[config.mk]
export PLATFORM = sky130hd
export DESIGN_NAME = local_interrupt_controller_timer_top
export DESIGN_NICKNAME = d
export VERILOG_FILES = /design/src/rtl/core/lict_pkg.sv /design/src/rtl/core/lict_timer.sv /design/src/rtl/core/local_interrupt_controller_timer_top.sv
export SDC_FILE = /design/constraint.sdc
export NUM_CORES = 1
export LEC_CHECK = 0
export BUFFER_PORTS_ARGS = -buffer_cell sky130_fd_sc_hd__buf_2
export CORE_MARGIN = 3
export CORE_UTILIZATION = 40
export DETAILED_ROUTE_END_ITERATION = 10
export SLEW_MARGIN = 20
export SYNTH_ARGS = -nofsm -noshare
export SYNTH_HDL_FRONTEND = slang
export SYNTH_SLANG_ARGS = --single-unit
[constraint.sdc]
create_clock -name aclk -period 3.3 [get_ports aclk]
set_input_delay 0.495 -clock aclk [delete_from_list [all_inputs] [get_ports aclk]]
set_output_delay 0.495 -clock aclk [all_outputs]
set_load 0.01 [all_outputs]
[src/rtl/core/lict_pkg.sv]
// ----------------------------------------------------------------------------
// lict_pkg
// shared types, register offsets and helpers for the local interrupt
// controller timer slice
// ----------------------------------------------------------------------------
`default_nettype none

package lict_pkg;

    // width of the timer down-counter and of the initial count register
    localparam int COUNT_WIDTH = 32;

    // beat layouts
    localparam int IN_TDATA_W  = 48;
    localparam int OUT_TDATA_W = 64;

    // item kinds carried in the op field
    typedef enum logic [1:0] {
        OP_READ  = 2'd0,
        OP_WRITE = 2'd1,
        OP_TICK  = 2'd2
    } op_t;

    // register offsets, 16-byte aligned
    localparam logic [9:0] OFS_ID    = 10'h020;
    localparam logic [9:0] OFS_TPR   = 10'h080;
    localparam logic [9:0] OFS_EOI   = 10'h0B0;
    localparam logic [9:0] OFS_SVR   = 10'h0F0;
    localparam logic [9:0] OFS_CMDLO = 10'h300;
    localparam logic [9:0] OFS_CMDHI = 10'h310;
    localparam logic [9:0] OFS_TIMER = 10'h320;
    localparam logic [9:0] OFS_LINE0 = 10'h350;
    localparam logic [9:0] OFS_LINE1 = 10'h360;
    localparam logic [9:0] OFS_LINE2 = 10'h370;
    localparam logic [9:0] OFS_INIT  = 10'h380;
    localparam logic [9:0] OFS_CUR   = 10'h390;
    localparam logic [9:0] OFS_DIV   = 10'h3E0;

    // entry bit positions, write masks and reset values
    localparam int PERIODIC_BIT = 17;
    localparam int MASK_BIT     = 16;
    localparam int ENABLE_BIT   = 8;
    localparam logic [17:0] TIMER_KEEP  = 18'h300FF;
    localparam logic [16:0] LINE_KEEP   = 17'h1A7FF;
    localparam logic [3:0]  DIV_KEEP    = 4'hB;
    localparam logic [17:0] TIMER_RESET = 18'h10000;
    localparam logic [16:0] LINE_RESET  = 17'h10000;
    localparam logic [8:0]  SVR_RESET   = 9'h0FF;

    // per-beat control from the register decode into the timer
    typedef struct packed {
        logic                   load;
        logic                   tick;
        logic [COUNT_WIDTH-1:0] load_value;
    } timer_ctl_t;

    // prescaler ratio: bits {3,1,0} give v, ratio 2^(v+1), v = 7 wraps to 1
    function automatic logic [7:0] lict_ratio(input logic [3:0] div_code);
        logic [2:0] shift;
        shift = {div_code[3], div_code[1:0]} + 3'd1;
        return 8'd1 << shift;
    endfunction

endpackage

`default_nettype wire

[src/rtl/core/lict_timer.sv]
// ----------------------------------------------------------------------------
// lict_timer
// prescaler and down-counter with initial count reload
// ----------------------------------------------------------------------------
`default_nettype none

module lict_timer (
    input  wire logic                            aclk,
    input  wire logic                            aresetn,
    input  wire lict_pkg::timer_ctl_t            ctl,
    input  wire logic [3:0]                      div_code,
    input  wire logic                            periodic,
    output      logic [lict_pkg::COUNT_WIDTH-1:0] reload_count,
    output      logic [lict_pkg::COUNT_WIDTH-1:0] cur_count,
    output      logic                            expire
);
    import lict_pkg::*;

    logic [COUNT_WIDTH-1:0] init_reg;
    logic [COUNT_WIDTH-1:0] cur_reg;
    logic [6:0]             pre_reg;
    logic [7:0]             pre_inc;
    logic [COUNT_WIDTH-1:0] cur_dec;
    logic                   running;
    logic                   step;

    always_comb begin
        pre_inc = {1'b0, pre_reg} + 8'd1;
        cur_dec = cur_reg - COUNT_WIDTH'(1);
        running = (cur_reg != '0);
        step    = running && (pre_inc >= lict_ratio(div_code));
        expire  = ctl.tick && step && (cur_dec == '0);
    end

    always_ff @(posedge aclk) begin
        if (!aresetn) begin
            init_reg <= '0;
            cur_reg  <= '0;
            pre_reg  <= '0;
        end else if (ctl.load) begin
            init_reg <= ctl.load_value;
            cur_reg  <= ctl.load_value;
            pre_reg  <= '0;
        end else if (ctl.tick && running) begin
            if (step) begin
                pre_reg <= '0;
                cur_reg <= ((cur_dec == '0) && periodic) ? init_reg : cur_dec;
            end else begin
                pre_reg <= pre_inc[6:0];
            end
        end
    end

    assign reload_count = init_reg;
    assign cur_count    = cur_reg;

endmodule

`default_nettype wire

[src/rtl/core/local_interrupt_controller_timer_top.sv]
// ----------------------------------------------------------------------------
// local_interrupt_controller_timer_top
// register-mapped local interrupt controller slice with timer and ipi issue
// ----------------------------------------------------------------------------
//
//  channel   dir  handshake            payload
//  s_*       in   s_tvalid/s_tready    op, reg_offset, write_data
//  m_*       out  m_tvalid/m_tready    read_data, timer_irq, irq_vector,
//                                      ipi_send, ipi_dest, ipi_vector
//  cfg_*     in   cfg_we               local_id
//
//  one beat per cycle sustained while m_tready is high; each beat passes
//  through the input register and then the result register
//  register file, timer and decode all update in the cycle the beat leaves
//  the input register, so the next beat sees the new state
//  a stall on m_tready holds the result register, then the input register,
//  then drops s_tready
//  aresetn is synchronous, active low; no clearing pass is needed
// ----------------------------------------------------------------------------
`default_nettype none

module local_interrupt_controller_timer_top (
    input  wire logic        aclk,
    input  wire logic        aresetn,
    // configuration: local_id
    input  wire logic        cfg_we,
    input  wire logic [7:0]  cfg_wdata,
    // input beats
    input  wire logic        s_tvalid,
    output      logic        s_tready,
    // [1:0] op, [11:2] reg_offset, [43:12] write_data, [47:44] zero
    input  wire logic [lict_pkg::IN_TDATA_W-1:0] s_tdata,
    // result beats
    output      logic        m_tvalid,
    input  wire logic        m_tready,
    // [31:0] read_data, [32] timer_irq, [40:33] irq_vector, [41] ipi_send,
    // [49:42] ipi_dest, [57:50] ipi_vector, [63:58] zero
    output      logic [lict_pkg::OUT_TDATA_W-1:0] m_tdata
);
    import lict_pkg::*;

    // input register
    logic        in_valid_reg;
    logic [1:0]  in_op_reg;
    logic [5:0]  in_ofs_reg;     // offset bits 9..4, low nibble ignored
    logic [31:0] in_data_reg;

    // result register
    logic                   out_valid_reg;
    logic [OUT_TDATA_W-1:0] out_data_reg;

    // architectural registers
    logic [7:0]  local_id_reg;
    logic [7:0]  tpr_reg;
    logic [8:0]  svr_reg;
    logic [17:0] timer_entry_reg;
    logic [16:0] line_reg [3];
    logic [3:0]  div_reg;
    logic [7:0]  cmd_hi_reg;
    logic [7:0]  cmd_lo_reg;

    // beat leaves the input register when the result register can take it
    logic       advance;
    logic [9:0] ofs;
    logic       is_read;
    logic       is_write;
    logic       is_tick;

    timer_ctl_t             tmr_ctl;
    logic [COUNT_WIDTH-1:0] reload_count;
    logic [COUNT_WIDTH-1:0] cur_count;
    logic                   expire;

    logic [31:0] rd_data;
    logic        irq;
    logic        ipi;
    logic [OUT_TDATA_W-1:0] result;

    assign advance  = in_valid_reg && (!out_valid_reg || m_tready);
    assign s_tready = !in_valid_reg || advance;
    assign ofs      = {in_ofs_reg, 4'h0};
    assign is_read  = (in_op_reg == OP_READ);
    assign is_write = (in_op_reg == OP_WRITE);
    assign is_tick  = (in_op_reg == OP_TICK);

    // capture incoming beat
    always_ff @(posedge aclk) begin
        if (!aresetn) begin
            in_valid_reg <= 1'b0;
        end else if (s_tready) begin
            in_valid_reg <= s_tvalid;
        end
    end

    always_ff @(posedge aclk) begin
        if (s_tready && s_tvalid) begin
            in_op_reg   <= s_tdata[1:0];
            in_ofs_reg  <= s_tdata[11:6];
            in_data_reg <= s_tdata[43:12];
        end
    end

    always_ff @(posedge aclk) begin
        if (!aresetn) begin
            local_id_reg <= '0;
        end else if (cfg_we) begin
            local_id_reg <= cfg_wdata;
        end
    end

    // timer: loaded by an initial count write, stepped by tick beats
    always_comb begin
        tmr_ctl.load       = advance && is_write && (ofs == OFS_INIT);
        tmr_ctl.tick       = advance && is_tick;
        tmr_ctl.load_value = in_data_reg[COUNT_WIDTH-1:0];
    end

    lict_timer u_timer (
        .aclk         (aclk),
        .aresetn      (aresetn),
        .ctl          (tmr_ctl),
        .div_code     (div_reg),
        .periodic     (timer_entry_reg[PERIODIC_BIT]),
        .reload_count (reload_count),
        .cur_count    (cur_count),
        .expire       (expire)
    );

    // register writes
    always_ff @(posedge aclk) begin
        if (!aresetn) begin
            tpr_reg         <= '0;
            svr_reg         <= SVR_RESET;
            timer_entry_reg <= TIMER_RESET;
            line_reg[0]     <= LINE_RESET;
            line_reg[1]     <= LINE_RESET;
            line_reg[2]     <= LINE_RESET;
            div_reg         <= '0;
            cmd_hi_reg      <= '0;
            cmd_lo_reg      <= '0;
        end else if (advance && is_write) begin
            unique case (ofs)
                OFS_TPR:   tpr_reg         <= in_data_reg[7:0];
                OFS_SVR:   svr_reg         <= in_data_reg[8:0];
                OFS_CMDLO: cmd_lo_reg      <= in_data_reg[7:0];
                OFS_CMDHI: cmd_hi_reg      <= in_data_reg[31:24];
                OFS_TIMER: timer_entry_reg <= in_data_reg[17:0] & TIMER_KEEP;
                OFS_LINE0: line_reg[0]     <= in_data_reg[16:0] & LINE_KEEP;
                OFS_LINE1: line_reg[1]     <= in_data_reg[16:0] & LINE_KEEP;
                OFS_LINE2: line_reg[2]     <= in_data_reg[16:0] & LINE_KEEP;
                OFS_DIV:   div_reg         <= in_data_reg[3:0] & DIV_KEEP;
                default: ;  // eoi, initial count (held in the timer), read-only and unknown offsets
            endcase
        end
    end

    // read mux
    always_comb begin
        unique case (ofs)
            OFS_ID:    rd_data = {local_id_reg, 24'h0};
            OFS_TPR:   rd_data = 32'(tpr_reg);
            OFS_SVR:   rd_data = 32'(svr_reg);
            OFS_CMDLO: rd_data = 32'(cmd_lo_reg);
            OFS_CMDHI: rd_data = {cmd_hi_reg, 24'h0};
            OFS_TIMER: rd_data = 32'(timer_entry_reg);
            OFS_LINE0: rd_data = 32'(line_reg[0]);
            OFS_LINE1: rd_data = 32'(line_reg[1]);
            OFS_LINE2: rd_data = 32'(line_reg[2]);
            OFS_INIT:  rd_data = 32'(reload_count);
            OFS_CUR:   rd_data = 32'(cur_count);
            OFS_DIV:   rd_data = 32'(div_reg);
            default:   rd_data = '0;
        endcase
    end

    // result beat assembly
    always_comb begin
        // expiry only delivers when unmasked and software-enabled
        irq = is_tick && expire && !timer_entry_reg[MASK_BIT] && svr_reg[ENABLE_BIT];
        ipi = is_write && (ofs == OFS_CMDLO);
        result = '0;
        result[31:0]  = is_read ? rd_data : 32'h0;
        result[32]    = irq;
        result[40:33] = irq ? timer_entry_reg[7:0] : 8'h0;
        result[41]    = ipi;
        result[49:42] = ipi ? cmd_hi_reg : 8'h0;
        result[57:50] = ipi ? in_data_reg[7:0] : 8'h0;
    end

    always_ff @(posedge aclk) begin
        if (!aresetn) begin
            out_valid_reg <= 1'b0;
        end else if (advance) begin
            out_valid_reg <= 1'b1;
        end else if (m_tready) begin
            out_valid_reg <= 1'b0;
        end
    end

    always_ff @(posedge aclk) begin
        if (advance) begin
            out_data_reg <= result;
        end
    end

    assign m_tvalid = out_valid_reg;
    assign m_tdata  = out_data_reg;

endmodule

`default_nettype wire

# ---- Yosys cells after proc, flatten, opt, wreduce, memory -nomap -nowiden
# Memories as Yosys holds them, arrays and structs flattened.
# Cells that the tools add are included.
# W data, S select, Z words.
dict set report classes {
  n_eq_ne 14
  addsub 3
  bitwise_logic 4
  n_lt_le_gt_ge 1
  div_mod_pow 0
  muxes 24
  multipliers 0
  reduce_logical 33
  shift 1
}
# op n
set op_table {}
lappend op_table {{$pmux W32 S12} 1}
lappend op_table {{$mux W32} 4}
lappend op_table {{$eq A6 B6 Y1 const B} 9}
lappend op_table {{$mux W14} 3}
lappend op_table {{$logic_not A32 Y1} 1}
lappend op_table {{$reduce_bool A32 Y1} 1}
lappend op_table {{$sub A32 B1 Y32 const B} 1}
lappend op_table {{$mux W1} 15}
lappend op_table {{$logic_and A1 B1 Y1} 14}
lappend op_table {{$reduce_and A2 Y1} 7}
lappend op_table {{$eq A6 B4 Y1 const B} 2}
lappend op_table {{$add A7 B1 Y8 const B} 1}
lappend op_table {{$ge A8 B8 Y1} 1}
lappend op_table {{$shl A1 B3 Y8 const A} 1}
lappend op_table {{$mux W7} 1}
lappend op_table {{$eq A6 B2 Y1 const B} 1}
lappend op_table {{$reduce_bool A2 Y1} 3}
lappend op_table {{$add A3 B1 Y3 const B} 1}
lappend op_table {{$logic_not A1 Y1} 3}
lappend op_table {{$or A1 B1 Y1} 3}
lappend op_table {{$eq A2 B1 Y1 const B} 1}
lappend op_table {{$eq A2 B2 Y1 const B} 1}
lappend op_table {{$logic_not A2 Y1} 1}
lappend op_table {{$logic_or A1 B1 Y1} 2}
lappend op_table {{2 further kinds} 2}
dict set report totals {
  mem_bits_ro 0
  memories 1
  ramBits 42
  latch_bits 0
  reg_bits 225
  out_inout_bits 66
  elab_cells 100
}
# name words width rd rd_clocked_by_memory_dff wr line_no
set mem_list {}
lappend mem_list {line_reg 3 14 3 0 3 local_interrupt_controller_timer_top.sv:57} ;# logic [16:0] line_reg [3];

# ---- Depth between registers and ports, before layout
# Gate-level depths: netlist of the first run.
dict set report depth {
  depth_word 9
  depth_mapped 14
  depth_no_buf 12
}

# ---- Hierarchy
# Synthesis of the first run repeated with hierarchy kept, for this count alone.
dict set report hier_totals {
  cells_unflattened 1147
  area_unflattened_um2 12378.1
}
# mod area_each_um2 instances cells_each
set by_module_without_submodules {}
lappend by_module_without_submodules {local_interrupt_controller_timer_top 7860.0 1 572}
lappend by_module_without_submodules {lict_timer 4518.1 1 575}

# ---- Worst setup path before layout of the first run
# OpenSTA, ideal clock, no wires.
dict set report synth_timing {
  path_kind {register to register}
  from {reg u_timer.cur_reg[11] (netlist: u_timer.cur_count[11])}
  to {reg u_timer.cur_reg[4] (netlist: u_timer.cur_count[4])}
  path_buffers 3
  required_ps 3226
  setup_slack_ps 14
  t_arrival_ps 3211
  synth_period_minus_slack_ps 3286
  setup_ps 74
  path_stages_with_launch 11
  path_cell_list {dfxtp_1 > or4_4 > or4_1 > buf_2 > nor3_1 > mux2i_1 > and4b_1 > clkbuf_1 > clkbuf_1 > nand4_1 > a31oi_1}
}
dict set report synth_via {
  elab_chain_len 7
  elab_cells_between_ends 13
}
# item line_no
set synth_lines {}
lappend synth_lines {{start, declared} lict_timer.sv:20} ;# logic [COUNT_WIDTH-1:0] cur_reg;
lappend synth_lines {{start signal, assigned} lict_timer.sv:42} ;# cur_reg <= ctl.load_value;
lappend synth_lines {{start signal, assigned} lict_timer.sv:47} ;# cur_reg <= ((cur_dec == '0) && periodic) ? init_reg : cur_dec;
lappend synth_lines {{$sub A32 B1 Y32} lict_timer.sv:29} ;# cur_dec = cur_reg - COUNT_WIDTH'(1);
lappend synth_lines {{$logic_not A32 Y1} lict_timer.sv:47}
lappend synth_lines {{$logic_and A1 B1 Y1} lict_timer.sv:47}
lappend synth_lines {{$mux W32} lict_timer.sv:47}
lappend synth_lines {{$mux W32} lict_timer.sv:45} ;# if (step) begin
lappend synth_lines {{$mux W32} lict_timer.sv:44} ;# end else if (ctl.tick && running) begin
lappend synth_lines {{$mux W32} lict_timer.sv:40} ;# end else if (ctl.load) begin
# Several ways; a longest one is shown, not always the timed one. The select of a mux whose other input is x is not followed.
# A chain may end at the register's enable or synchronous reset.

# ---- Worst setup path in the final report of the first run
dict set report layout_timing {
  from {reg u_timer.cur_reg[11] (netlist: u_timer.cur_count[11])}
  to {reg u_timer.cur_reg[0] (netlist: u_timer.cur_count[0])}
}
# Same word-level chain as after synthesis.

==> results of run 1 <==
-- worst paths after layout --
| path | endpoint | slack, ns | depth (start not counted) |
|---|---|---|---|
| worst min register to register | svr_reg[7] | 0.47 | 2 |
| worst min-delay path | in_data_reg[6] | 0.11 | 1 |
| worst max-delay path | u_timer.cur_count[0] | 0.21 | 7 |
| worst max register to register | u_timer.cur_count[0] | 0.21 | 7 |
-- metrics by stage --
| step | setup WS (ns) | area [sq um] | power (mW) | cells |
|---|---|---|---|---|
| finish | 0.2056 | 14720 | 7.288 | 1744 |
| global route | 0.008609 | 14720 | 7.533 | 1744 |
| CTS | 0.1036 | 14700 | 7.367 | 1744 |
| detailed placement | 0.1299 | 13690 | 3.971 | 1690 |
| global placement | 0.1363 | 13690 | 3.969 | 1690 |
| floorplan | 0.01440 | 12340 | 3.830 | 1195 |
-- area by class of cell --
class                           count  area, sq um
Multi-Input combinational cell    829         5236
Sequential cell                   267         6746
Tap cell                          390        488.0
Clock buffer                       40        817.0
Inverter                            6        22.52
Fill cell                        2776        15230
Clock inverter                     14        187.7
Timing Repair Buffer              198         1222
-- power breakdown --
| part | internal [mW] | switching [mW] |
|---|---|---|
| registers | 3.58 | 0.0577 |
| logic | 0.101 | 0.158 |
| clock network | 2.05 | 1.34 |
-- cell usage after synthesis, drive strengths merged, types with 3 or more instances --
library cell	number	share of area, %
a222oi	21	1.7
and2	50	2.5
mux2	3	0.27
or3	8	0.41
mux2i	34	2.8
nor4b	5	0.36
a22oi	22	1.3
xnor2	5	0.36
a221o	4	0.33
nand4b	4	0.28
buf	14	0.67
a21boi	54	3.3
o311ai	3	0.21
nand2b	9	0.46
xor2	19	1.4
nor2	47	1.4
nand4	19	0.97
o21ai	45	1.8
nand2	168	5.1
edfxtp	140	34
or2	4	0.20
a311oi	3	0.21
a21bo	16	1.3
nand3	47	1.9
nor3	24	1.0
nor2b	40	2.0
a31oi	23	1.2
inv	6	0.18
and3	10	0.51
a221oi	9	0.64
nor4	17	1.1
and4b	4	0.33
dfxtp	127	21
clkbuf	79	2.4
a21oi	42	1.7
or4	6	0.43
ha	12	1.2
a22o	9	0.64
nand3b	12	0.73
-- cell families (layout without fill, tap and decap cells) --
logic type / after synthesis / in the layout / share of synthesized area, %
compound gates: 267 / 267 / 15.51
xor+xnor: 24 / 24 / 1.707
fa+ha+maj: 12 / 12 / 1.219
buf+inv: 99 / 258 / 3.271
flops: 267 / 267 / 54.77
mux: 37 / 37 / 3.037
other cells: 1 / 6 / 0.03045
simple gates: 483 / 483 / 20.45
-- routing by layer --
| metal | routed length [um] | global-route usage (%) | up-vias |
|---|---|---|---|
| li1 | - | - | 4662 |
| met5 | 0 | 0 | - |
| met3 | 1690 | 2.644 | 59 |
| met1 | 15420 | 28.17 | 4648 |
| met4 | 1071 | 6.124 | 0 |
| met2 | 15700 | 32.51 | 289 |
-- timing repair --
action	CTS	global route
setup buffers	0	0
gates resized for setup	0	8
endpoints found under the setup margin	0	38
==> flow_metrics.env, run 1 <==
export IMPL_status="complete, no violations"
export IMPL_slew_limit_headroom_pct=36.34
export IMPL_die_area_sq_mm=0.03293
export IMPL_num_antenna_cells=0
export IMPL_clock_skew_ns=0.02168
export IMPL_wirelength_um=33890
export IMPL_via_count=9658
export IMPL_wl_per_cell_um=19.43
export IMPL_final_common_cell="nand2_1"
export IMPL_first_iter_violations=808
export IMPL_clockRootBuffer="clkbuf_16"
export IMPL_synthFlopType="edfxtp_1"
export IMPL_grt_pass1_wl_um=53540
export IMPL_yosysWarnings=0
export IMPL_core_area_sq_mm=0.02995
export IMPL_vdd_drop_max_uv=377.1
export IMPL_critPathLaunch="u_timer.cur_count[11]"
export IMPL_grt_max_degree=81
export IMPL_cts_made_buffers=29
export IMPL_cp_arrival_ns=3.60
export IMPL_async_reset_ff_share_pct=0
export IMPL_worst_pin_slew_ns=0.9550
export IMPL_grt_use_total_pct=20.07
export IMPL_die_x_um=181.5
export IMPL_cp_max_fo=8
export IMPL_hold_viol=0
export IMPL_crit_top_cell="or4_4"
export IMPL_synth_seq_cells=267
export IMPL_initial_utilization_pct=41.12
export IMPL_cts_sinks=267
export IMPL_fmax_mhz=323.2
export IMPL_grt_overflow_total=0
export IMPL_setup_tns_ns=0
export IMPL_critical_path_top_delay_family="simple AND/OR/NAND/NOR gates"
export IMPL_globalplace_congestion=0.9305
export IMPL_cts_tree="built"
export IMPL_clkSlewWorstSetupHoldPaths_ns=0.07
export IMPL_drv_slew=0
export IMPL_fin_hold_ws_ns=0.1103
export IMPL_cts_buffer_depth=3
export IMPL_cts_htree_levels=1
export IMPL_holdCritStartpoint="s_tdata[18]"
export IMPL_synthesis_area_sq_mm=0.01232
export IMPL_crit_slowest_cell="or4_4"
export IMPL_hold_path_class="primary input to flop"
export IMPL_grt_pass1_vias=9356
export IMPL_antenna_found_initial=0
export IMPL_largest_reg_flops=58
export IMPL_drc_errors=0
export IMPL_avgSynthCellArea_sq_um=10.35
export IMPL_synth_edff_count=140
export IMPL_postCtsHoldBufs=0
export IMPL_path_cells="or4_4 > or4_4 > o21ai_0 > nand4b_1 > or4_4 > or4_1 > nand3_1"
export IMPL_final_cell_mix="167 x nand2_1, 140 x edfxtp_1, 127 x dfxtp_1"
export IMPL_crit_required_ns=3.81
export IMPL_clk_latency_ns=0.57
export IMPL_cp_start_kind="flop"
export IMPL_ys_seq_area_share_pct=54.77
export IMPL_setup_viol=0
export IMPL_nNetsFinal=1404
export IMPL_netlist_cell_type_count=68
export IMPL_ant_nets=0
export IMPL_rsz0062_at_grt="false"
export IMPL_dp_hpwl_um=23480
export IMPL_slowest_delay_ns=0.57
export IMPL_leakage_nw=5.415
export IMPL_period_share_pct=93.77
export IMPL_dr_pass1_iters=5
export IMPL_rows=63
export IMPL_period_needed_ns=3.094
export IMPL_synth_cells=1190
export IMPL_utilization_pct=49.14
export IMPL_worstSetupEndpointType="flop"
export IMPL_max_cap_violations=0
export IMPL_port_buffers=112
export IMPL_r2r_start="u_timer.cur_count[11]"
export IMPL_path_class="flop to flop"
export IMPL_die_h_um=181.5
export IMPL_drive_gt1_share_pct=21.64
export IMPL_io_pin_count=127
export IMPL_areaGrowthSynthToFinish_pct=19.51
export IMPL_power_density_mw_per_mm2=495.1
export IMPL_viasPerCell=5.538
export IMPL_path_buf_inv=0
Power figures use the tool's default switching activity.
==> run 2: changes to the inputs <==
--- a/config.mk
+++ b/config.mk
@@ -6,8 +6,7 @@
 export NUM_CORES = 1
 export LEC_CHECK = 0
 export BUFFER_PORTS_ARGS = -buffer_cell sky130_fd_sc_hd__buf_2
-export CORE_MARGIN = 3
-export CORE_UTILIZATION = 40
+export CORE_UTILIZATION = 35
 export DETAILED_ROUTE_END_ITERATION = 10
 export SLEW_MARGIN = 20
 export SYNTH_ARGS = -nofsm -noshare
==> flow_metrics.env, run 2 (same netlist as run 1, synthesis figures left out) <==
export IMPL_finalInstanceArea_sq_mm=0.01479
export IMPL_crit_required_ns=3.80
export IMPL_leakage_nw=5.395
export IMPL_cts_tree="built"
export IMPL_io_pin_count=127
export IMPL_ant_nets=0
export IMPL_power_total_mw=7.135
export IMPL_clock_skew_ns=0.02219
export IMPL_critPathLaunch="u_timer.cur_count[11]"
export IMPL_dr_pass1_iters=5
export IMPL_first_iter_violations=708
export IMPL_core_area_sq_mm=0.03454
export IMPL_cts_sinks=267
export IMPL_grt_use_total_pct=19.21
export IMPL_cts_made_buffers=30
export IMPL_fillers=3405
export IMPL_status="complete, no violations"
export IMPL_via_count=9806
export IMPL_dp_cells=1756
export IMPL_utilization_pct=42.80
export IMPL_clk_latency_ns=0.58
export IMPL_setup_slack_ns=0.2171
export IMPL_cp_max_fo=7
export IMPL_rows=68
export IMPL_antenna_found_initial=0
export IMPL_wirelength_um=34880
export IMPL_areaGrowthSynthToFinish_pct=20.04
export IMPL_hold_viol=0
export IMPL_worstSetupEndpointType="flop"
export IMPL_cp_arrival_ns=3.59
export IMPL_clkPwrFrac_pct=45.4
export IMPL_drive_gt1_share_pct=21.22
export IMPL_largest_reg_flops=58
export IMPL_die_x_um=189.6
export IMPL_netSwitchingPower_mw=1.580
export IMPL_place_ws_ns=0.09376
export IMPL_pwr_share_comb_pct=3.6
export IMPL_grt_pass1_wl_um=54000
export IMPL_fin_cells=1813
export IMPL_dpl_cell_area_sq_mm=0.01381
export IMPL_fmax_mhz=324.4
export IMPL_fin_hold_ws_ns=0.09097
export IMPL_viasPerCell=5.409
export IMPL_port_buffers=112
export IMPL_setup_tns_ns=0
export IMPL_wl_per_cell_um=19.24
export IMPL_slew_limit_headroom_pct=30.76
export IMPL_r2r_slack_ns=0.22
export IMPL_clkSlewWorstSetupHoldPaths_ns=0.06
export IMPL_postCtsHoldBufs=0
export IMPL_period_share_pct=93.42
export IMPL_globalplace_congestion=0.8867
export IMPL_die_area_sq_mm=0.03594
export IMPL_initial_utilization_pct=35.66
export IMPL_internal_power_mw=5.555
export IMPL_cts_htree_levels=1
export IMPL_grt_pass1_vias=9262
export IMPL_max_cap_violations=0
export IMPL_cp_start_kind="flop"
export IMPL_setup_viol=0
export IMPL_path_class="flop to flop"
export IMPL_grt_max_degree=52
export IMPL_final_common_cell="nand2_1"
export IMPL_drv_slew=0
export IMPL_die_h_um=189.6
export IMPL_dp_hpwl_um=24490
export IMPL_worst_pin_slew_ns=1.039
export IMPL_period_needed_ns=3.083
export IMPL_r2r_start="u_timer.cur_count[11]"
export IMPL_nNetsFinal=1406
export IMPL_grt_overflow_total=0
export IMPL_holdCritStartpoint="s_tdata[10]"
export IMPL_power_density_mw_per_mm2=482.6
export IMPL_final_cell_mix="167 x nand2_1, 140 x edfxtp_1, 126 x dfxtp_1"
export IMPL_p_sw_share_pct=22.14
export IMPL_drc_errors=0
export IMPL_rsz0062_at_grt="false"
export IMPL_hold_path_class="primary input to flop"
export IMPL_clockRootBuffer="clkbuf_16"
export IMPL_p_seq_share_pct=51.0
export IMPL_cts_buffer_depth=3
export IMPL_vdd_drop_max_uv=478.7
export IMPL_cts_setup_buffers=0
==> run 2: cell types whose count changed in the layout (fill, tap and decap cells not counted), sizes merged <==
cell	previous run	this run
bufinv	4	2
inv	7	6
clkbuf	40	39
diode	0	1
clkinv	8	14
buf	198	199
==> run 2: cell type report <==
| cell class | instances | area, sq um | area share (%) |
|---|---|---|---|
| Antenna cell | 1 | 2.502 | 0.01692 |
| Clock buffer | 39 | 804.5 | 5.441 |
| Clock inverter | 17 | 157.7 | 1.066 |
| Inverter | 6 | 22.52 | 0.1523 |
| Multi-Input combinational cell | 829 | 5230 | 35.37 |
| Sequential cell | 267 | 6748 | 45.64 |
| Tap cell | 455 | 569.3 | 3.850 |
| Timing Repair Buffer | 199 | 1251 | 8.462 |
==> run 2: per-layer routing <==
| metal | vias to the layer above | GRT usage (%) | wire, um |
|---|---|---|---|
| met3 | 51 | 2.251 | 1862 |
| met2 | 312 | 31.77 | 16480 |
| li1 | 4671 | - | - |
| met5 | - | 0 | 0 |
| met1 | 4772 | 26.69 | 15800 |
| met4 | 0 | 4.715 | 734 |
==> run 2: path summary, 6_finish.rpt <==
check | to | cells after the start
max reg2reg | u_timer.cur_count[0] | 7
max | u_timer.cur_count[0] | 7
min | in_ofs_reg[4] | 1
min reg2reg | svr_reg[6] | 2
==> run 2: power by group through the flow <==
stage / registers (mW) / logic, mW / clock network, mW
after floorplan: 3.70 / 0.129 / 0
after global placement: 3.71 / 0.260 / 0
after detailed placement: 3.71 / 0.263 / 0
after CTS: 3.64 / 0.264 / 3.30
after global routing: 3.65 / 0.282 / 3.43
final: 3.64 / 0.260 / 3.24
==> run 2: what timing repair did <==
item                                   in CTS  in global routing
setup endpoints to repair                   0                 32
endpoints found under the hold margin       0                  0
gates resized for setup                     0                  6
==> run 2: worst max-delay path, stage by stage, from the launching register on <==
cell      delay (ns)
dfxtp_1         0.31
or4_4           0.55
or4_4           0.56
o21ai_0         0.23
nand4b_1        0.22
or4_4           0.56
or4_1           0.51
nand3_1         0.09
==> run 3: changes to the inputs <==
--- a/config.mk
+++ b/config.mk
@@ -5,9 +5,11 @@
 export SDC_FILE = /design/constraint.sdc
 export NUM_CORES = 1
 export LEC_CHECK = 0
+export ABC_AREA = 1
 export BUFFER_PORTS_ARGS = -buffer_cell sky130_fd_sc_hd__buf_2
 export CORE_UTILIZATION = 35
 export DETAILED_ROUTE_END_ITERATION = 10
+export REMOVE_ABC_BUFFERS = 1
 export SLEW_MARGIN = 20
 export SYNTH_ARGS = -nofsm -noshare
 export SYNTH_HDL_FRONTEND = slang
==> flow_metrics.env, run 3 <==
export IMPL_ys_top_cells_by_count="221 x nand2_1, 190 x nor2_1, 151 x inv_1, 140 x edfxtp_1, 127 x dfxtp_1"
export IMPL_max_cap_violations=0
export IMPL_final_cell_mix="220 x nand2_1, 190 x nor2_1, 149 x inv_1"
export IMPL_cts_htree_levels=1
export IMPL_multiInputGateArea_sq_mm=0.004380
export IMPL_leakage_nw=5.717
export IMPL_fin_cells=1957
export IMPL_slew_limit_headroom_pct=50.49
export IMPL_drv_slew=0
export IMPL_slowest_delay_ns=0.33
export IMPL_dp_cells=1904
export IMPL_power_density_mw_per_mm2=511.0
export IMPL_io_pin_count=127
export IMPL_via_count=9824
export IMPL_wirelength_um=34200
export IMPL_dr_pass1_iters=4
export IMPL_critPathLaunch="u_timer.cur_count[0]"
export IMPL_netSwitchingPower_mw=1.569
export IMPL_synthXorXnorAreaFrac_pct=0.5869
export IMPL_p_sw_share_pct=21.70
export IMPL_synth_cells=1353
export IMPL_internal_power_mw=5.661
export IMPL_hold_path_class="primary input to flop"
export IMPL_period_share_pct=87.86
export IMPL_netlist_cell_type_count=46
export IMPL_async_reset_ff_share_pct=0
export IMPL_synth_top_family_by_area="simple AND/OR/NAND/NOR gates"
export IMPL_setup_viol=0
export IMPL_cts_buffer_depth=3
export IMPL_period_needed_ns=2.900
export IMPL_r2r_slack_ns=0.40
export IMPL_nNetsFinal=1560
export IMPL_synthesis_area_sq_mm=0.01194
export IMPL_crit_required_ns=3.72
export IMPL_worstSetupEndpointType="flop"
export IMPL_fmax_mhz=344.9
export IMPL_synth_seq_cells=267
export IMPL_port_buffers=112
export IMPL_crit_end="m_tdata[33]"
export IMPL_path_class="flop to flop"
export IMPL_r2r_start="u_timer.cur_count[0]"
export IMPL_postCtsHoldBufs=0
export IMPL_die_x_um=186.7
export IMPL_antenna_found_initial=0
export IMPL_num_antenna_cells=0
export IMPL_status="complete, no violations"
export IMPL_globalplace_congestion=0.9202
export IMPL_largest_reg_flops=58
export IMPL_grt_pass1_vias=9501
export IMPL_grt_overflow_total=0
export IMPL_reg2reg_depth=13
export IMPL_cts_made_buffers=29
export IMPL_crit_top_cell="nor2_1"
export IMPL_synthFlopType="edfxtp_1"
export IMPL_synth_top_area_cell="edfxtp_1"
export IMPL_clock_skew_ns=0.01931
export IMPL_synthMuxAreaShare_pct=0
export IMPL_crit_slowest_cell="dfxtp_1"
export IMPL_core_area_sq_mm=0.03353
export IMPL_cp_max_fo=9
export IMPL_dp_hpwl_um=24490
export IMPL_viasPerCell=5.020
export IMPL_path_cells="inv_2 > ha_1 > nand2_2 > nor2_4 > nand2_1 > nor2_1 > xor2_1 > nand2_1 > nor2_2 > inv_1 > nor2_1 > nand4_4 > nor2_1"
export IMPL_clkPwrFrac_pct=46.2
export IMPL_hold_viol=0
export IMPL_areaGrowthSynthToFinish_pct=18.52
export IMPL_grt_pass1_wl_um=53740
export IMPL_regArea_sq_mm=0.006746
export IMPL_wl_per_cell_um=17.47
export IMPL_cts_sinks=267
export IMPL_synth_top_area_share_pct=35.22
export IMPL_synth_adder_area_share_pct=1.258
export IMPL_grt_max_degree=51
export IMPL_ys_seq_area_share_pct=56.51
export IMPL_vdd_drop_max_uv=347.2
export IMPL_initial_utilization_pct=35.60
export IMPL_first_iter_violations=660
export IMPL_cp_arrival_ns=3.32
export IMPL_drc_errors=0
export IMPL_p_seq_share_pct=50.0
export IMPL_die_h_um=186.7
export IMPL_worst_pin_slew_ns=0.7418
export IMPL_synth_area_leaders="edfxtp_1 35%, dfxtp_1 21%, nand2_1 6.9%"
export IMPL_pwr_share_comb_pct=3.9
export IMPL_cts_setup_buffers=0
export IMPL_synth_edff_count=140
export IMPL_clockRootBuffer="clkbuf_16"
export IMPL_cp_start_kind="flop"
export IMPL_yosys_cell_count_top_type="nand2_1"
export IMPL_cts_tree="built"
export IMPL_clkSlewWorstSetupHoldPaths_ns=0.06
export IMPL_rows=67
export IMPL_rsz0062_at_grt="false"
export IMPL_final_common_cell="nand2_1"
export IMPL_grt_use_total_pct=19.57
export IMPL_r2r_end="m_tdata[33]"
export IMPL_clk_latency_ns=0.57
export IMPL_yosysWarnings=0
export IMPL_ant_nets=0
export IMPL_synth_compound_area_share_pct=16.20
export IMPL_die_area_sq_mm=0.03485
export IMPL_avgSynthCellArea_sq_um=8.823
export IMPL_drive_gt1_share_pct=15.31
export IMPL_power_total_mw=7.229
export IMPL_fillers=3341
export IMPL_synth_simple_gate_area_share_pct=18.32
==> run 3: worst min path at each step <==
stage / start / endpoint / cells after the start / slack (ns)
5_1_grt: s_tdata[11] / in_ofs_reg[5] / 1 / 0.08
2_1_floorplan: local_id_reg[7] / local_id_reg[7] / 2 / 0.43
3_3_place_gp: local_id_reg[7] / local_id_reg[7] / 2 / 0.45
4_1_cts: s_tdata[11] / in_ofs_reg[5] / 1 / 0.08
3_5_place_dp: local_id_reg[4] / local_id_reg[4] / 2 / 0.45
6_report: s_tdata[18] / in_data_reg[6] / 1 / 0.1
==> run 3: layout make-up <==
type / count / area share [%]
clock buffers: 39 / 5.607
clock inverters: 14 / 1.335
inverters: 162 / 4.298
multi-input cells: 877 / 30.96
flip-flops and latches: 267 / 47.68
well taps: 448 / 3.962
repair buffers: 150 / 6.155
==> run 3: per-stage QoR <==
step                utilization [%]  hold WS [ns]  TNS, ns  worst slack, ns  cell area, sq um
finish                        42.19       0.09723        0           0.4005             14150
global route                  42.19       0.08280        0           0.1049             14150
CTS                           42.16       0.08050        0           0.2430             14140
detailed placement            39.23        0.4539        0           0.2562             13160
global placement              39.23        0.4467        0           0.3024             13160
floorplan                         -        0.4291   -34.55          -0.8943             11720
==> run 3: per-layer routing <==
layer	share of wire (%)	up-vias	GRT usage [%]	routed length, um
li1	-	4872	-	-
met1	46	4598	27.14	15840
met2	47	295	32.30	15900
met3	4.8	59	2.031	1650
met4	2.4	0	5.612	807
met5	0	-	0	0
==> run 3: power groups by stage <==
stage | logic [mW] | registers (mW) | clock network, mW
global placement | 0.281 | 3.68 | 0
finish | 0.279 | 3.61 | 3.34
detailed placement | 0.283 | 3.68 | 0
global route | 0.307 | 3.62 | 3.52
CTS | 0.285 | 3.61 | 3.40
floorplan | 0.109 | 3.69 | 0
==> run 3: critical path: cells and delay by family, from the launching register on <==
family,cells,cell delay [ns]
simple gates,9,1.76
flops,1,0.33
xor+xnor,1,0.26
fa+ha+maj,1,0.22
buf+inv,2,0.19
==> run 3: what timing repair did <==
| action | CTS | global route |
|---|---|---|
| hold endpoints to repair | 0 | 0 |
| resized for setup | 0 | 2 |
| setup endpoints to repair | 0 | 17 |
==> run 3: kinds of logic after synthesis <==
logic type / count (synthesis)
AND/OR/NAND/NOR: 514
other: 1
XOR/XNOR: 8
buffers and inverters: 214
flip-flops: 267
AO/OA/AOI/OAI: 337
adder cells (fa/ha/maj): 12
